### src/rtl/huffman_code_bit_packer_core_macros.svh
// Assertion macros shared by the packer RTL
`ifndef HUFFMAN_CODE_BIT_PACKER_CORE_MACROS_SVH
`define HUFFMAN_CODE_BIT_PACKER_CORE_MACROS_SVH

// Same-cycle implication, sampled on clk, off during reset
`define HCBP_ASSERT_NOW(lbl, ante, cons, msg) \
  lbl: assert property (@(posedge clk) disable iff (!rst_n) (ante) |-> (cons)) \
    else $error(msg);

// Next-cycle implication, sampled on clk, off during reset
`define HCBP_ASSERT_NEXT(lbl, ante, cons, msg) \
  lbl: assert property (@(posedge clk) disable iff (!rst_n) (ante) |=> (cons)) \
    else $error(msg);

`endif

### src/rtl/hcbp_pkg.sv
// Types and constants of the Huffman code bit packer
package hcbp_pkg;

  localparam int MAX_CODE_LEN = 32;
  localparam int PAT_W        = 32;
  localparam int LEN_W        = 6;
  localparam int SYM_W        = 8;
  localparam int BYTE_W       = 8;
  localparam int CNT_W        = 3;
  localparam int TAKE_W       = 4;
  localparam int TABLE_DEPTH  = 256;
  localparam int LEN_CAP_INT  = (MAX_CODE_LEN < PAT_W) ? MAX_CODE_LEN : PAT_W;
  localparam logic [LEN_W-1:0] LEN_CAP = LEN_W'(LEN_CAP_INT);

  localparam int QUEUE_DEPTH = 2;
  localparam int QPTR_W      = (QUEUE_DEPTH > 1) ? $clog2(QUEUE_DEPTH) : 1;
  localparam int QCNT_W      = $clog2(QUEUE_DEPTH + 1);

  typedef enum logic [1:0] {
    CMD_LOAD   = 2'd0,
    CMD_ENCODE = 2'd1,
    CMD_FLUSH  = 2'd2
  } cmd_t;

  typedef struct packed {
    logic             flush;
    logic [LEN_W-1:0] len;
    logic [PAT_W-1:0] pat;
  } job_t;

endpackage

### src/rtl/hcbp_queue.sv
// Short job queue between front end and packer
`include "huffman_code_bit_packer_core_macros.svh"

module hcbp_queue (
  input  logic           clk,
  input  logic           rst_n,
  input  logic           push_valid,
  output logic           push_ready,
  input  hcbp_pkg::job_t push_job,
  output logic           pop_valid,
  input  logic           pop_ready,
  output hcbp_pkg::job_t pop_job
);
  import hcbp_pkg::*;

  job_t              slot_r [QUEUE_DEPTH];
  logic [QPTR_W-1:0] wr_ptr_r, rd_ptr_r;
  logic [QCNT_W-1:0] count_r;
  logic              push_fire, pop_fire;

  assign push_ready = count_r != QCNT_W'(QUEUE_DEPTH);
  assign pop_valid  = count_r != '0;
  assign push_fire  = push_valid && push_ready;
  assign pop_fire   = pop_valid && pop_ready;
  assign pop_job    = slot_r[rd_ptr_r];

  always_ff @(posedge clk) begin
    if (push_fire) begin
      slot_r[wr_ptr_r] <= push_job;
    end
  end

  always_ff @(posedge clk) begin
    if (!rst_n) begin
      wr_ptr_r <= '0;
      rd_ptr_r <= '0;
      count_r  <= '0;
    end else begin
      if (push_fire) begin
        wr_ptr_r <= (wr_ptr_r == QPTR_W'(QUEUE_DEPTH - 1)) ? '0 : wr_ptr_r + 1'b1;
      end
      if (pop_fire) begin
        rd_ptr_r <= (rd_ptr_r == QPTR_W'(QUEUE_DEPTH - 1)) ? '0 : rd_ptr_r + 1'b1;
      end
      if (push_fire && !pop_fire) begin
        count_r <= count_r + 1'b1;
      end else if (pop_fire && !push_fire) begin
        count_r <= count_r - 1'b1;
      end
    end
  end

  `HCBP_ASSERT_NOW(QUEUE_BOUND, 1'b1, count_r <= QCNT_W'(QUEUE_DEPTH),
                   "queue occupancy beyond depth")
  `HCBP_ASSERT_NEXT(QUEUE_GROW, push_fire && !pop_fire, count_r == $past(count_r) + 1'b1,
                    "queue occupancy did not follow a lone push")

endmodule

### config.mk
export PLATFORM = sky130hd
export DESIGN_NAME = hcbp_queue
export DESIGN_NICKNAME = d
export VERILOG_FILES = /design/src/rtl/hcbp_pkg.sv /design/src/rtl/hcbp_queue.sv
export VERILOG_INCLUDE_DIRS = /design/src /design/src/rtl
export SDC_FILE = /design/constraint.sdc
export NUM_CORES = 1
export LEC_CHECK = 0
export ABC_AREA = 1
export CAP_MARGIN = 0
export CORE_ASPECT_RATIO = 0.8
export CORE_UTILIZATION = 50
export DETAILED_ROUTE_END_ITERATION = 8
export DONT_BUFFER_PORTS = 1
export GPL_ROUTABILITY_DRIVEN = 0
export GPL_TIMING_DRIVEN = 0
export HOLD_SLACK_MARGIN = 0.12
export MAX_ROUTING_LAYER = met4
export PLACE_DENSITY = 0.67
export SYNTH_ARGS = -nofsm -noshare
export SYNTH_HDL_FRONTEND = slang
export SYNTH_SLANG_ARGS = --single-unit
### constraint.sdc
create_clock -name clk -period 3.5 [get_ports clk]
set_input_delay 0.175 -clock clk [delete_from_list [all_inputs] [get_ports clk]]
set_output_delay 0.175 -clock clk [all_outputs]
set_load 0.005 [all_outputs]
==> metrics.md <==
| Metric | Value |
|---|---|
| Dominant combinational cell family by area after synthesis | `multiplexers` |
| Hold Path Class | `in -> reg` |
| Cell depth of the worst hold path | `3` |
| Crit Path Category | `reg -> reg` |
| Cell breakdown of the critical path | `inv_1 > nand2_1 > nand2_1 > nor2_4 > buf_16` |
| # IOs | `84` |
| Clock tree from TritonCTS | `built` |
| Maximum vdd ir drop | `0.421 mV` |
| Synthesis-stage register bit count | `83` |
| Min-delay src | `pop_ready` |
| Cell seen most often among critical-path stages | `nand2_1` |
| Yosys warns | `0` |
| Clk_lat worst skew | `0.34 ns` |
| Starting density of the core | `52.2%` |
| FF-to-FF End | `slot_r[1][28]` |
| Run status | `complete, no violations` |
| Fin. Hold Viols | `0` |
| Post-synthesis share of cell area spent on full adders, half adders and majority gates | `0.404%` |
| Minimum clock period after layout | `1.90 ns` |
| Total via count after detailed routing | `1521` |
| Clock-pin transition on the worst setup and hold timing paths | `0.07 ns` |
| Tightest slew margin relative to the limit | `57.3%` |
| Cell area after synthesis | `0.00310 mm²` |
| Element type at the critical path start | `register` |
| RSZ-0062 raised after global routing | `false` |
| Final nets | `255` |
| Max-slew violations | `0` |
| Detail-routed via count per cell | `5.14` |
| Xor/xnor cell area share of the yosys netlist | `0%` |
| Routing usage on met3 | `7.65%` |
| Met2 track demand over resource in global routing | `31.8%` |
| Number of detailed-routing iterations run before antenna repair | `6` |
| Total number of clock tree sinks | `83` |
| Clock buffer count from CTS | `9` |
| Number of setup violations in the final report | `0` |
| Worst slack, placed | `1.62 ns` |
| NetSw | `0.633 mW` |
| PnR worst setup slack | `1.60 ns` |
| Library cell with the highest instance count after synthesis | `edfxtp_1` |
| Switching power share of the total | `25.6%` |
| Wire length per cell | `17.9 µm` |
| Maximum capacitance violations | `0` |
| Gate Count Post-Synth | `158` |
| Beginning of the worst register-to-register path | `count_r[0]` |
| Num rows | `25` |
| Internal reg-to-reg setup slack | `1.60 ns` |
| Synthesized-area fraction occupied by ao, oa, aoi and oai cells | `0.726%` |
| Post-Route Setup TNS | `0 ns` |
| Number of antenna-violating nets in the routed design | `0` |
| Fmax | `527 MHz` |
| Area of placed instances | `0.00327 mm²` |
| Sequential share of power | `52.6%` |
| Fillers | `414` |
| Die width | `90.0 µm` |
| Overall routed net length | `5.31 mm` |
| Actual slew at the worst max-slew pin | `0.639 ns` |
| Finished Layout Cells | `296` |
| Share of the cycle needed by the critical path after routing | `54.2%` |
| List of most frequent post-synthesis cells | `edfxtp_1, mux2_2, mux2_4` |
| Number of flops mapped to enable cells by yosys | `78` |
| Post-Layout Inst Area | `0.00385 mm²` |
| Number of antenna violations at the first check in global routing | `0` |
| Post-synthesis simple-gate area fraction | `2.42%` |
| Crit path DAT | `1.94 ns` |
| Count of cell types in the netlist | `16` |
| Highest net fanout along the worst path | `21` |
| Clock Skew | `0.00698 ns` |
| Dominant delay contributor by cell family on the critical path | `simple AND/OR/NAND/NOR gates` |
| Cell internal pwr | `1.84 mW` |
| Post-detailed-placement half-perimeter wirelength | `3.53 mm` |
| Multiplexer share of the synthesized area | `15.4%` |
| Clock tree root buffer cell | `clkbuf_8` |
| Area added between synthesis and finish | `24.1%` |
| Die area | `0.00652 mm²` |
| Total leakage power | `1.34 nW` |
| # Post-CTS Setup Buffers | `0` |
| Most used DFF post-synth | `edfxtp_1` |
| Final global-route overflow total | `0` |
| Slowest cell on crit path | `nor2_4` |
| Delay of the slowest cell on the worst path | `0.54 ns` |
| Largest area contributor in the netlist | `edfxtp_1` |
| GRT Max-Usage Layer | `met2` |
| Area share of the largest cell type after synthesis | `75.5%` |
| Length in cells of the worst reg-to-reg path | `5` |
| Syn avg cell area | `19.6 µm²` |
| Global Route met1 Usage | `17.7%` |
| GRT Resource Usage Total | `17.9%` |
| Relative contribution of combinational cells to total power | `22.5%` |
| Placeable Area | `0.00594 mm²` |
| H-Tree Level Count | `3` |
| Pin count of the biggest net entering global routing | `22` |
| Post-layout total power | `2.48 mW` |
| FFs w/ async S/R, synth | `0%` |
| Count of buffers from port buffering | `0` |
| Global-route wire length before repair | `8.05 mm` |
| Part of the Yosys area used for sequential elements | `78.8%` |
| Hold worst-path end | `rd_ptr_r` |
| Number of global-route vias before repair | `1617` |
| Antenna diodes | `0` |
| Fraction of layout cells with a size suffix above 1 | `27.4%` |
| Post-Syn Nets | `202` |
| Power per unit of standard cell area | `644 mW/mm²` |
| Buffering stage count on the worst path with inverters included | `2` |
| Buffers from clock root to sink, at most | `2` |
| Cell types occupying the most area after synthesis | `edfxtp_1, mux2_2, mux2_4` |
| Critical path capture point type | `register` |
| Data required time of the worst path | `3.55 ns` |
| Residual DRC | `0` |
| Placed insts | `241` |
| Violation count after the first detailed-route iteration | `58` |
| Die Height | `72.4 µm` |
| Clock Power Share | `24.9%` |
[stage by stage]
stage	utilization (%)	hold WS [ns]
finish	64.7	0.156
CTS	64.7	0.136
floorplan	-	0.274
global route	64.7	0.192
detailed placement	55.1	0.274
global placement	53.9	0.274
[power groups by stage]
stage	Clock, mW	Sequential, mW	Combinational, mW
3_3_place_gp	0	1.32	0.453
2_1_floorplan	0	1.31	0.386
4_1_cts	0.633	1.30	0.562
3_5_place_dp	0	1.32	0.518
6_report	0.616	1.30	0.558
5_1_grt	0.678	1.31	0.603
[how the worst max path moves through the flow]
stage                               end  startpoint  depth (start not counted)
after global routing      slot_r[1][18]  count_r[0]                          5
final                     slot_r[1][28]  count_r[0]                          5
after floorplan            slot_r[0][0]  count_r[0]                          4
after CTS                 slot_r[1][28]  count_r[0]                          5
after detailed placement  slot_r[1][13]  count_r[0]                          5
after global placement    slot_r[1][17]  count_r[0]                          4
[registers in the layout, indices dropped and copies added (netlist names), named ones only]
name / cells
count_r: 2
rd_ptr_r: 1
slot_r: 78
wr_ptr_r: 1
[kinds of logic (layout without fill, tap and decap cells)]
logic type | Yosys count | in the layout
flip-flops | 83 | 83
buffers and inverters | 12 | 69
AO/OA/AOI/OAI | 4 | 4
adder cells (fa/ha/maj) | 1 | 1
AND/OR/NAND/NOR | 19 | 19
multiplexers | 39 | 39
[metal layers]
metal | vias up | wire length, µm
met5 | - | 0
met4 | 0 | 78
met3 | 13 | 315
met2 | 70 | 2880
met1 | 739 | 2040
li1 | 699 | -
[worst min-delay path, cell delays in order]
cell    delay (ns)
o21a_1        0.14
nor2_1        0.06
nor2_1        0.09
[cell usage in the layout (no fill, tap or decap)]
master and count:
mux2_4 10, clkinv_2 2, ha_1 1, clkbuf_8 9
buf_8 1, nand2_1 9, o21a_1 1, inv_1 8
nor2_4 2, nand4_1 1, a21oi_1 1, buf_16 2
buf_4 2, edfxtp_1 78, nor2_1 6, dlygate4sd3_1 40
dfxtp_1 5, o21ai_0 2, buf_6 1, nand3_1 1
bufinv_16 1, mux2_2 29, clkbuf_1 3
[layout make-up]
type	count	area [µm²]	share of cell area, %
Sequential cell	83	2440	63.5
Multi-Input combinational cell	63	602	15.6
Timing Repair Buffer	42	455	11.8
Clock buffer	12	135	3.51
Tap cell	81	101	2.63
Buffer	4	41.3	1.07
Clock inverter	3	40.0	1.04
Inverter	8	30.0	0.780
[timing repair]
action                                 in CTS  in global routing
hold buffers                               40                  0
gates resized for setup                     0                  0
endpoints found under the hold margin      83                  0
No activity file was read; power rests on OpenSTA's default activity.
