### config.mk
export PLATFORM = sky130hd
export DESIGN_NAME = hcbp_back_flat
export DESIGN_NICKNAME = d
export VERILOG_FILES = /design/src/rtl/hcbp_pkg.sv /design/src/rtl/hcbp_if.sv /design/src/rtl/hcbp_back.sv /design/src/flat_wrapper.sv
export VERILOG_INCLUDE_DIRS = /design/src /design/src/rtl
export SDC_FILE = /design/constraint.sdc
export NUM_CORES = 1
export LEC_CHECK = 0
export BUFFER_PORTS_ARGS = -buffer_cell sky130_fd_sc_hd__buf_2
export CAP_MARGIN = 0
export CORE_MARGIN = 2
export CORE_UTILIZATION = 45
export CTS_CLUSTER_SIZE = 12
export DETAILED_ROUTE_END_ITERATION = 8
export PLACE_DENSITY_LB_ADDON = 0.3
export SLEW_MARGIN = 15
export SYNTH_ARGS = -nofsm -noshare
export SYNTH_HDL_FRONTEND = slang
export SYNTH_SLANG_ARGS = --single-unit
### constraint.sdc
create_clock -name clk -period 7.53 [get_ports clk]
set_clock_uncertainty 0.15 [all_clocks]
set_input_delay 1.1295 -clock clk [delete_from_list [all_inputs] [get_ports clk]]
set_output_delay 1.1295 -clock clk [all_outputs]
set_load 0.02 [all_outputs]
### src/rtl/huffman_code_bit_packer_core_macros.svh
// Assertion macros shared by the packer RTL
`ifndef HUFFMAN_CODE_BIT_PACKER_CORE_MACROS_SVH
`define HUFFMAN_CODE_BIT_PACKER_CORE_MACROS_SVH

// Same-cycle implication, sampled on clk, off during reset
`define HCBP_ASSERT_NOW(lbl, ante, cons, msg) \
  lbl: assert property (@(posedge clk) disable iff (!rst_n) (ante) |-> (cons)) \
    else $error(msg);

// Next-cycle implication, sampled on clk, off during reset
`define HCBP_ASSERT_NEXT(lbl, ante, cons, msg) \
  lbl: assert property (@(posedge clk) disable iff (!rst_n) (ante) |=> (cons)) \
    else $error(msg);

`endif

### src/rtl/hcbp_pkg.sv
// Types and constants of the Huffman code bit packer
package hcbp_pkg;

  localparam int MAX_CODE_LEN = 32;
  localparam int PAT_W        = 32;
  localparam int LEN_W        = 6;
  localparam int SYM_W        = 8;
  localparam int BYTE_W       = 8;
  localparam int CNT_W        = 3;
  localparam int TAKE_W       = 4;
  localparam int TABLE_DEPTH  = 256;
  localparam int LEN_CAP_INT  = (MAX_CODE_LEN < PAT_W) ? MAX_CODE_LEN : PAT_W;
  localparam logic [LEN_W-1:0] LEN_CAP = LEN_W'(LEN_CAP_INT);

  localparam int QUEUE_DEPTH = 2;
  localparam int QPTR_W      = (QUEUE_DEPTH > 1) ? $clog2(QUEUE_DEPTH) : 1;
  localparam int QCNT_W      = $clog2(QUEUE_DEPTH + 1);

  typedef enum logic [1:0] {
    CMD_LOAD   = 2'd0,
    CMD_ENCODE = 2'd1,
    CMD_FLUSH  = 2'd2
  } cmd_t;

  typedef struct packed {
    logic             flush;
    logic [LEN_W-1:0] len;
    logic [PAT_W-1:0] pat;
  } job_t;

endpackage

### src/rtl/hcbp_if.sv


interface hcbp_out_if;
  logic       valid;
  logic       ready;
  logic [7:0] out_byte;
  logic       last_byte;

  modport source (output valid, output out_byte, output last_byte, input ready);
  modport sink (input valid, input out_byte, input last_byte, output ready);
endinterface

### src/rtl/hcbp_back.sv
// Back end: bit accumulator and byte output register
`include "huffman_code_bit_packer_core_macros.svh"

module hcbp_back (
  input  logic           clk,
  input  logic           rst_n,
  input  logic           pop_valid,
  output logic           pop_ready,
  input  hcbp_pkg::job_t pop_job,
  hcbp_out_if.source     out_ch
);
  import hcbp_pkg::*;

  logic              job_valid_r, job_valid_nxt;
  logic              job_flush_r;
  logic [LEN_W-1:0]  rem_r;
  logic [PAT_W-1:0]  pat_r;
  logic [BYTE_W-1:0] acc_bits_r;
  logic [CNT_W-1:0]  acc_cnt_r;
  logic              out_valid_r;
  logic [BYTE_W-1:0] out_byte_r;
  logic              out_last_r;

  logic [TAKE_W-1:0]   space, take, sum_cnt;
  logic [BYTE_W-1:0]   mask, merged;
  logic [2*BYTE_W-1:0] shifted;
  logic [LEN_W-1:0]    rem_left;
  logic                fill, out_free, emit, advance, job_done, pop_fire;

  assign space    = TAKE_W'(BYTE_W) - {1'b0, acc_cnt_r};
  assign take     = (rem_r < {{(LEN_W-TAKE_W){1'b0}}, space}) ? rem_r[TAKE_W-1:0] : space;
  assign mask     = BYTE_W'((9'd1 << take) - 9'd1);
  assign shifted  = {{BYTE_W{1'b0}}, pat_r[BYTE_W-1:0] & mask} << acc_cnt_r;
  assign merged   = acc_bits_r | shifted[BYTE_W-1:0];
  assign sum_cnt  = {1'b0, acc_cnt_r} + take;
  assign fill     = sum_cnt == TAKE_W'(BYTE_W);
  assign rem_left = rem_r - {{(LEN_W-TAKE_W){1'b0}}, take};

  assign out_free = !out_valid_r || out_ch.ready;
  assign emit     = job_valid_r && (job_flush_r || fill) && out_free;
  assign advance  = job_valid_r && (!(job_flush_r || fill) || out_free);
  assign job_done = advance && (job_flush_r || rem_left == '0);

  assign pop_ready = !job_valid_r || job_done;
  assign pop_fire  = pop_valid && pop_ready;

  always_comb begin
    job_valid_nxt = job_valid_r;
    if (pop_fire) begin
      job_valid_nxt = 1'b1;
    end else if (job_done) begin
      job_valid_nxt = 1'b0;
    end
  end

  always_ff @(posedge clk) begin
    if (pop_fire) begin
      job_flush_r <= pop_job.flush;
      rem_r       <= pop_job.len;
      pat_r       <= pop_job.pat;
    end else if (advance) begin
      rem_r <= rem_left;
      pat_r <= pat_r >> take;
    end
    if (emit) begin
      out_byte_r <= job_flush_r ? acc_bits_r : merged;
      out_last_r <= job_flush_r;
    end
  end

  always_ff @(posedge clk) begin
    if (!rst_n) begin
      job_valid_r <= 1'b0;
      acc_bits_r  <= '0;
      acc_cnt_r   <= '0;
      out_valid_r <= 1'b0;
    end else begin
      job_valid_r <= job_valid_nxt;
      if (advance) begin
        if (job_flush_r || fill) begin
          acc_bits_r <= '0;
          acc_cnt_r  <= '0;
        end else begin
          acc_bits_r <= merged;
          acc_cnt_r  <= sum_cnt[CNT_W-1:0];
        end
      end
      if (emit) begin
        out_valid_r <= 1'b1;
      end else if (out_ch.ready) begin
        out_valid_r <= 1'b0;
      end
    end
  end

  assign out_ch.valid     = out_valid_r;
  assign out_ch.out_byte  = out_byte_r;
  assign out_ch.last_byte = out_last_r;

  `HCBP_ASSERT_NOW(BACK_ACC_CLEAN, 1'b1, (acc_bits_r >> acc_cnt_r) == '0,
                   "accumulator holds bits above its count")
  `HCBP_ASSERT_NEXT(BACK_FLUSH_EMPTY, emit && job_flush_r,
                    acc_cnt_r == '0 && out_valid_r && out_last_r,
                    "flush left bits behind or lost its last byte")

endmodule

### src/flat_wrapper.sv
// flat-port wrapper written by rule: the top's interface ports become plain ports
module hcbp_back_flat import hcbp_pkg::*;
  (clk, rst_n, pop_valid, pop_ready, pop_job, out_ch_valid, out_ch_out_byte, out_ch_last_byte, out_ch_ready);
  hcbp_out_if out_ch_i ();
  input  logic clk;
  input  logic rst_n;
  input  logic pop_valid;
  output logic pop_ready;
  input  hcbp_pkg::job_t pop_job;
  output wire logic [$bits(out_ch_i.valid)-1:0] out_ch_valid;
  output wire logic [$bits(out_ch_i.out_byte)-1:0] out_ch_out_byte;
  output wire logic [$bits(out_ch_i.last_byte)-1:0] out_ch_last_byte;
  input wire logic [$bits(out_ch_i.ready)-1:0] out_ch_ready;
  assign out_ch_valid = out_ch_i.valid;
  assign out_ch_out_byte = out_ch_i.out_byte;
  assign out_ch_last_byte = out_ch_i.last_byte;
  assign out_ch_i.ready = out_ch_ready;
  hcbp_back u_core (.clk(clk), .rst_n(rst_n), .pop_valid(pop_valid), .pop_ready(pop_ready), .pop_job(pop_job), .out_ch(out_ch_i));
endmodule
==> parameters.txt, run 1 <==
Parameter                              Value

CTS
  Clock root cell ... sky130_fd_sc_hd__clkbuf_16
  Hold_buf cts ... 0
  Clock edge transition at the registers on the reported setup and hold paths ... roughly 50 ps
  Clk Latency, worst-skew pair ... 350 ps
  Num CTS Buffers ... 9
  Number of buffers inserted by post-CTS setup repair ... 0
  H-tree levels ... 3
  Post-CTS Resized ... 0
  Bufs on Longest Clock Path ... 2
  CTS tree ... built
  Number of sinks handled by clock tree synthesis ... 61

Routing
  Avg WL per Cell ... slightly above 20 um
  Post-detailed-route DRC marker count ... 0
  Vias/cell ... roughly 6.3
  Via count ... slightly above 5000
  DRC violation total after the first TritonRoute iteration ... approximately 420
  Number of search-and-repair iterations in the first detailed-routing pass ... 6
  Remaining number of nets flagged by the antenna check after routing ... 0
  Detailed Route WL ... 16300 um

Timing
  Actual transition at the worst max-transition pin ... about 730 ps
  Portion of the clock cycle consumed by the worst path in the final layout ... 92.9%
  Achievable clock frequency ... between 0.1 and 0.15 GHz
  Setup TNS ... 0 ps
  Worst rel slew slack ... between 50 and 60%
  Final slew viol count ... 0
  RSZ-0062 raised after global routing ... no
  Final hold viol count ... 0
  Number of failing setup endpoints in the final timing report ... 0
  Post-route minimum period ... approximately 7000 ps

Die
  Initial cell density of the core ... between 40% and 50%
  # IOs ... 54
  Overall die area ... around 14000 um2
  Floorplan die width ... between 100 and 150 um
  Core area ... ~12000 um2
  Height of the chip ... about 120 um
  Placement Rows ... 41

Final layout
  Most common cell after layout, fill and taps aside ... sky130_fd_sc_hd__buf_2
  Core Util, Final ... 50.7%
  Fraction of final layout cells sized beyond drive strength 1 ... between 20% and 30%
  Final #Nets ... around 680
  Filler Cell Count ... between 1000 and 1500
  Growth of design area from synthesis to finish ... 11.3%
  Most used cells in the layout excluding fill and tap cells ... 53 x sky130_fd_sc_hd__buf_2, 48 x sky130_fd_sc_hd__edfxtp_1, 45 x sky130_fd_sc_hd__mux2i_1
  Diode count ... 0

Global route
  First-pass GRT wire length ... 26400 um
  Vias in the first global route ... a little over 5000
  Remaining global-route overflow ... 0
  Maximum number of pins on one net before global-route repair ... 35
  Antenna violations before repair ... 0
  Tot GR Track Use ... between 20% and 30%

Place
  Placed wire-length estimate ... about 12000 um
  I/O Buffers ... 53
  Placer's final routability congestion estimate ... approximately 0.9

Critical path
  Critical path startpoint category ... flop
  Critical register-to-register path endpoint ... u_core.rem_r[5]
  Worst endpoint data arrival time ... 5720 ps
  Cell chain of the critical path ... inv_1 > ha_1 > inv_1 > ha_1 > a221oi_4 > mux2i_1 > nor2_4 > inv_2 > ha_1 > inv_1 > ha_1 > a21oi_1 > o31ai_1 > o32ai_1 > xnor2_1 > a31oi_1 > o41a_1 > inv_1 > buf_2
  CP max stage delay ... 650 ps
  FF-to-FF path depth ... 18
  Worst Path Class, Setup ... reg2out
  Crit path max-delay cell type ... sky130_fd_sc_hd__dfxtp_1
  Startpoint of the lowest-slack register-to-register path ... u_core.acc_cnt_r[1]
  Beginning of the critical path ... u_core.acc_cnt_r[1]
  Setup slack of the most critical reg-to-reg path ... about 990 ps
  Critical path depth ... 19
  CP Max Fanout ... 18
  Crit-path leading delay family ... compound AO/OA/AOI/OAI gates
  Critical path endpoint category ... output pin
  Worst EP required ... between 6000 and 7000 ps
  Count of buffering cells on the critical path with inverters included ... 6

Synthesis
  Mean Syn Cell Area ... ~9.5 um2
  Cell variety after synth ... 85
  Yosys synthesis warning count ... 0
  Post-synth top area share ... approximately a quarter
  Gate Count Post-Synth ... slightly below 600
  Number of enable-type register cells in the synthesized netlist ... 48
  Area leader, netlist ... sky130_fd_sc_hd__edfxtp_1
  Most frequently used flop master after synthesis ... sky130_fd_sc_hd__edfxtp_1
  Netlist area before placement ... 5680 um2
  Synthesized flop and latch total ... slightly above 60
  Cell types occupying the most area after synthesis ... sky130_fd_sc_hd__edfxtp_1 25%, sky130_fd_sc_hd__mux2_4 8.7%, sky130_fd_sc_hd__mux2i_1 7.9%
  Net count after synthesis ... 650
  Synth async-reset ratio ... 0%
  Share of synthesized area occupied by flip-flops and latches ... 30.0%

Hold path
  Class of the tightest hold or removal check ... reg2reg
  Min-Delay Startpoint ... u_core.acc_bits_r[2]
  Hold Path Cell Cnt ... 2
  Hold Path Sink ... u_core.acc_bits_r[2]

Run status
  Run status ... finished clean

Run
  Max-cap violations ... 0

Power
  Leakage ... between 2 and 3 nW
  PwrDens ... roughly 550 nW/um2
  Peak supply drop ... between 0.2 and 0.25 mV
routing by layer:
layer | track usage (%) | wire, um | vias up
met2 | 42.6 | 7940 | 202
met3 | 3.79 | 903 | 36
met1 | 31.9 | 7050 | 2474
met5 | 0 | 0 | -
met4 | 11.3 | 415 | 0
li1 | - | - | 2368
worst min-delay path: stages, from the launching register on:
cell	delay, ps
sky130_fd_sc_hd__dfxtp_1	320
sky130_fd_sc_hd__nand2_1	40
sky130_fd_sc_hd__o21ai_0	60
where the power goes:
group          internal [mW]  total (mW)  switching, mW
combinational           1.02        2.37           1.35
clock                  0.229       0.380          0.151
sequential             0.579       0.729          0.150
worst max path at each step:
stage | slack [ps] | end
floorplan | 730 | u_core.pat_r[10]
global placement | 1190 | pop_ready
detailed placement | 990 | pop_ready
CTS | 580 | pop_ready
global route | 160 | pop_ready
finish | 530 | pop_ready
cell usage after synthesis (12+ instances only):
master and number:
sky130_fd_sc_hd__mux2_2 14, sky130_fd_sc_hd__a21oi_1 31, sky130_fd_sc_hd__nand3_1 12, sky130_fd_sc_hd__o21ai_0 27, sky130_fd_sc_hd__dfxtp_1 13, sky130_fd_sc_hd__nor2_1 27
sky130_fd_sc_hd__edfxtp_1 48, sky130_fd_sc_hd__mux2i_1 45, sky130_fd_sc_hd__nand2_1 44, sky130_fd_sc_hd__clkbuf_1 24, sky130_fd_sc_hd__o211ai_1 17, sky130_fd_sc_hd__inv_1 26
sky130_fd_sc_hd__mux2_4 33, sky130_fd_sc_hd__nor3_1 14
final cells by class:
cell class              instances  area (um2)  share of cell area, %
clock inverters                 5        26.3                  0.416
inverters                      29         111                   1.76
clock buffers                  11         243                   3.84
repair buffers                 67         383                   6.06
multi-input cells             461        3640                   57.6
well taps                     172         215                   3.41
flip-flops and latches         61        1700                   26.9
flip-flops by register name (all words and copies together) (netlist names):
| name | count |
|---|---|
| u_core.rem_r | 6 |
| u_core.out_ch.valid | 1 |
| u_core.job_flush_r | 1 |
| u_core.acc_cnt_r | 3 |
| u_core.pat_r | 32 |
| u_core.out_ch.out_byte | 8 |
| u_core.acc_bits_r | 8 |
| u_core.out_ch.last_byte | 1 |
| u_core.job_valid_r | 1 |
kinds of logic after synthesis:
kind of cell | synth area share [%]
AO/OA/AOI/OAI | 25.8
XOR/XNOR | 1.68
adder cells (fa/ha/maj) | 2.56
buffers and inverters | 6.13
flip-flops | 30.0
multiplexers | 20.7
AND/OR/NAND/NOR | 13.2
metrics by stage:
step           setup WS [ps]  instance area (um2)  hold slack (ps)  std cells  power, mW
2_1_floorplan            732                 5680              272        596       2.48
6_report                 533                 6320              306        806       3.48
5_1_grt                  164                 6320              348        806       3.70
3_5_place_dp             995                 6050              292        790       3.06
4_1_cts                  581                 6320              300        806       3.45
3_3_place_gp            1190                 6050              278        790       3.02
(Power assumes the default switching activity.)
==> run 2, diff against run 1 <==
Settings changed: CORE_ASPECT_RATIO set to 2, SKIP_LAST_GASP set to 1.
==> run 2 against run 1 <==
Effect of this change:
- sequential cell count unchanged
- power increased by 2.1%
- worst setup slack improved by 220 ps
- global-route usage about the same
- combinational power about the same
- non-clock buffer count increased by 3
- clock-buffer cell count increased by 2
- fmax increased by 3.2%
- largest cell class unchanged
- highest routed layer unchanged
==> parameters.txt, run 2 (synthesis gave the netlist of run 1 again) <==
Parameter                              Value

Timing
  Final hold viol count ... 0 (unchanged)
  Worst rel slew slack ... 49.6% (was 51.1%)
  RSZ-0062 raised after global routing ... no (unchanged)
  Achievable clock frequency ... 0.147 GHz (was 0.143 GHz)
  Actual transition at the worst max-transition pin ... 749 ps (was 731 ps)
  Post-route minimum period ... 6780 ps (was 7000 ps)
  Setup TNS ... 0 ps (unchanged)
  Min Hold Slack ... 288 ps (was 306 ps)
  Final slew viol count ... 0 (unchanged)
  Portion of the clock cycle consumed by the worst path in the final layout ... 90.0% (was 92.9%)
  Number of failing setup endpoints in the final timing report ... 0 (unchanged)

Place
  Placed cell count ... 771 (was 790)
  I/O Buffers ... 53 (unchanged)
  Placed wire-length estimate ... 12800 um (was 11900 um)
  Placer's final routability congestion estimate ... 0.969 (was 0.900)

Routing
  Detailed Route WL ... 17100 um (was 16300 um)
  Number of search-and-repair iterations in the first detailed-routing pass ... 8 (was 6)
  Vias/cell ... 6.49 (was 6.30)
  Via count ... 5111 (was 5080)
  Remaining number of nets flagged by the antenna check after routing ... 0 (unchanged)
  Avg WL per Cell ... 21.8 um (was 20.2 um)
  Post-detailed-route DRC marker count ... 0 (unchanged)
  DRC violation total after the first TritonRoute iteration ... 419 (unchanged)

Die
  Overall die area ... 13600 um2 (was 13500 um2)
  Core area ... 12500 um2 (about the same)
  Floorplan die width ... 83.4 um (was 116 um)
  Height of the chip ... 163 um (was 116 um)
  Initial cell density of the core ... 45.5% (about the same)
  Placement Rows ... 58 (was 41)
  # IOs ... 54 (unchanged)

Global route
  Remaining global-route overflow ... 0 (unchanged)
  Routing usage on met1 ... 24.9% (was 31.9%)
  First-pass GRT wire length ... 27100 um (was 26400 um)
  Met2 Usage GRT ... 49.1% (was 42.6%)
  Tot GR Track Use ... 25.2% (about the same)
  Highest-utilization routing layer at the global route stage ... met2 (unchanged)
  Antenna violations before repair ... 0 (unchanged)
  Met3 Use GR ... 2.99% (was 3.79%)
  Maximum number of pins on one net before global-route repair ... 37 (was 35)
  Vias in the first global route ... 5157 (was 5063)

Critical path
  Worst EP required ... 6250 ps (about the same)
  Cell chain of the critical path ... buf_4 > inv_1 > ha_1 > inv_1 > ha_1 > a221oi_4 > mux2i_1 > nor2_4 > inv_2 > ha_1 > inv_1 > ha_1 > a21oi_1 > o31ai_1 > o32ai_1 > xnor2_1 > a31oi_1 > o41a_1 > inv_1 > buf_2 (was inv_1 > ha_1 > inv_1 > ha_1 > a221oi_4 > mux2i_1 > nor2_4 > inv_2 > ha_1 > inv_1 > ha_1 > a21oi_1 > o31ai_1 > o32ai_1 > xnor2_1 > a31oi_1 > o41a_1 > inv_1 > buf_2)
  Critical path startpoint category ... flop (unchanged)
  Worst Path Class, Setup ... reg2out (unchanged)
  CP max stage delay ... 510 ps (was 650 ps)
  Critical path endpoint category ... output pin (unchanged)
  Crit path max-delay cell type ... sky130_fd_sc_hd__a221oi_4 (was sky130_fd_sc_hd__dfxtp_1)
  Worst endpoint data arrival time ... 5500 ps (was 5720 ps)
  CP Max Fanout ... 22 (was 18)

Final layout
  Fraction of final layout cells sized beyond drive strength 1 ... 24.5% (was 24.1%)
  Diode count ... 0 (unchanged)
  Most used cells in the layout excluding fill and tap cells ... 53 x sky130_fd_sc_hd__buf_2, 48 x sky130_fd_sc_hd__edfxtp_1, 45 x sky130_fd_sc_hd__mux2i_1 (unchanged)
  Final instance count without filler cells ... 787 (was 806)
  Number of flip-flops under the largest register name ... 32 (unchanged)
  Most common cell after layout, fill and taps aside ... sky130_fd_sc_hd__buf_2 (unchanged)
  Growth of design area from synthesis to finish ... 11.8% (was 11.3%)
  Final #Nets ... 686 (was 683)
  Register with the highest flop count ... u_core.pat_r (unchanged)

CTS
  Clk Latency, worst-skew pair ... 340 ps (was 350 ps)
  Bufs on Longest Clock Path ... 2 (unchanged)
  Number of buffers inserted by post-CTS setup repair ... 0 (unchanged)
  Num CTS Buffers ... 9 (unchanged)
  Post-CTS Resized ... 0 (unchanged)
  Number of sinks handled by clock tree synthesis ... 61 (unchanged)
  Clock root cell ... sky130_fd_sc_hd__clkbuf_16 (unchanged)
  Hold_buf cts ... 0 (unchanged)
  Clock edge transition at the registers on the reported setup and hold paths ... 50 ps (about the same)
  H-tree levels ... 3 (unchanged)
  CTS tree ... built (unchanged)

Power
  PwrDens ... 560 nW/um2 (was 551 nW/um2)
  Peak supply drop ... 0.227 mV (was 0.212 mV)
  Leakage ... 2.71 nW (was 2.68 nW)

Run
  Max-cap violations ... 0 (unchanged)

Run status
  Run status ... finished clean (unchanged)

Hold path
  Class of the tightest hold or removal check ... reg2reg (unchanged)
[run 2: cell types whose count changed in the layout (fill, tap and decap cells not counted)]
cell                        delta
sky130_fd_sc_hd__buf_12        -1
sky130_fd_sc_hd__clkinv_2      -3
sky130_fd_sc_hd__clkinv_4      +1
sky130_fd_sc_hd__inv_4         -1
sky130_fd_sc_hd__clkbuf_16     +2
sky130_fd_sc_hd__buf_4         +4
sky130_fd_sc_hd__inv_6         +1
[run 2: metrics by stage]
| stage | setup WS (ps) | power [mW] | instance area, um2 | util, % |
|---|---|---|---|---|
| after floorplan | 732 | 2.48 | 5680 | - |
| after global routing | 405 | 3.76 | 6350 | 50.8 |
| after detailed placement | 1190 | 3.08 | 6030 | 48.3 |
| after CTS | 804 | 3.52 | 6350 | 50.8 |
| after global placement | 1320 | 3.03 | 6030 | 48.3 |
| final | 749 | 3.55 | 6350 | 50.8 |
[run 2: path summary, 6_finish.rpt]
| check | from | endpoint | slack (ps) | cells after the start |
|---|---|---|---|---|
| setup / recovery | u_core.acc_cnt_r[0] | pop_ready | 750 | 20 |
| hold / removal | u_core.acc_bits_r[5] | u_core.acc_bits_r[5] | 290 | 2 |
| setup reg to reg | u_core.acc_cnt_r[0] | u_core.pat_r[0] | 1260 | 19 |
| hold reg to reg | u_core.acc_bits_r[5] | u_core.acc_bits_r[5] | 290 | 2 |
[run 2: cell type report]
| cell class | count | area, um2 |
|---|---|---|
| Fill cell | 1195 | 6140 |
| Inverter | 29 | 111 |
| Timing Repair Buffer | 70 | 393 |
| Tap cell | 150 | 188 |
| Multi-Input combinational cell | 461 | 3640 |
| Clock buffer | 13 | 293 |
| Clock inverter | 3 | 22.5 |
| Sequential cell | 61 | 1700 |
[run 2: per-layer routing]
layer  wire [um]  vias to the layer above
li1            -                     2380
met1        5900                     2427
met2        9520                      232
met3         726                       72
met4         987                        0
met5           0                        -
[run 2: worst max-delay path, delay by kind of cell, from the launching register on]
kind,cells,cell delay [ps]
AO/OA/AOI/OAI,6,1710
XOR/XNOR,1,160
buffers and inverters,7,1200
flip-flops,1,300
adder cells (fa/ha/maj),4,1240
multiplexers,1,470
AND/OR/NAND/NOR,1,70
[run 2: power by group]
group	switching (mW)	internal, mW
clock network	0.160	0.273
registers	0.152	0.579
logic	1.37	1.02
total	1.68	1.88
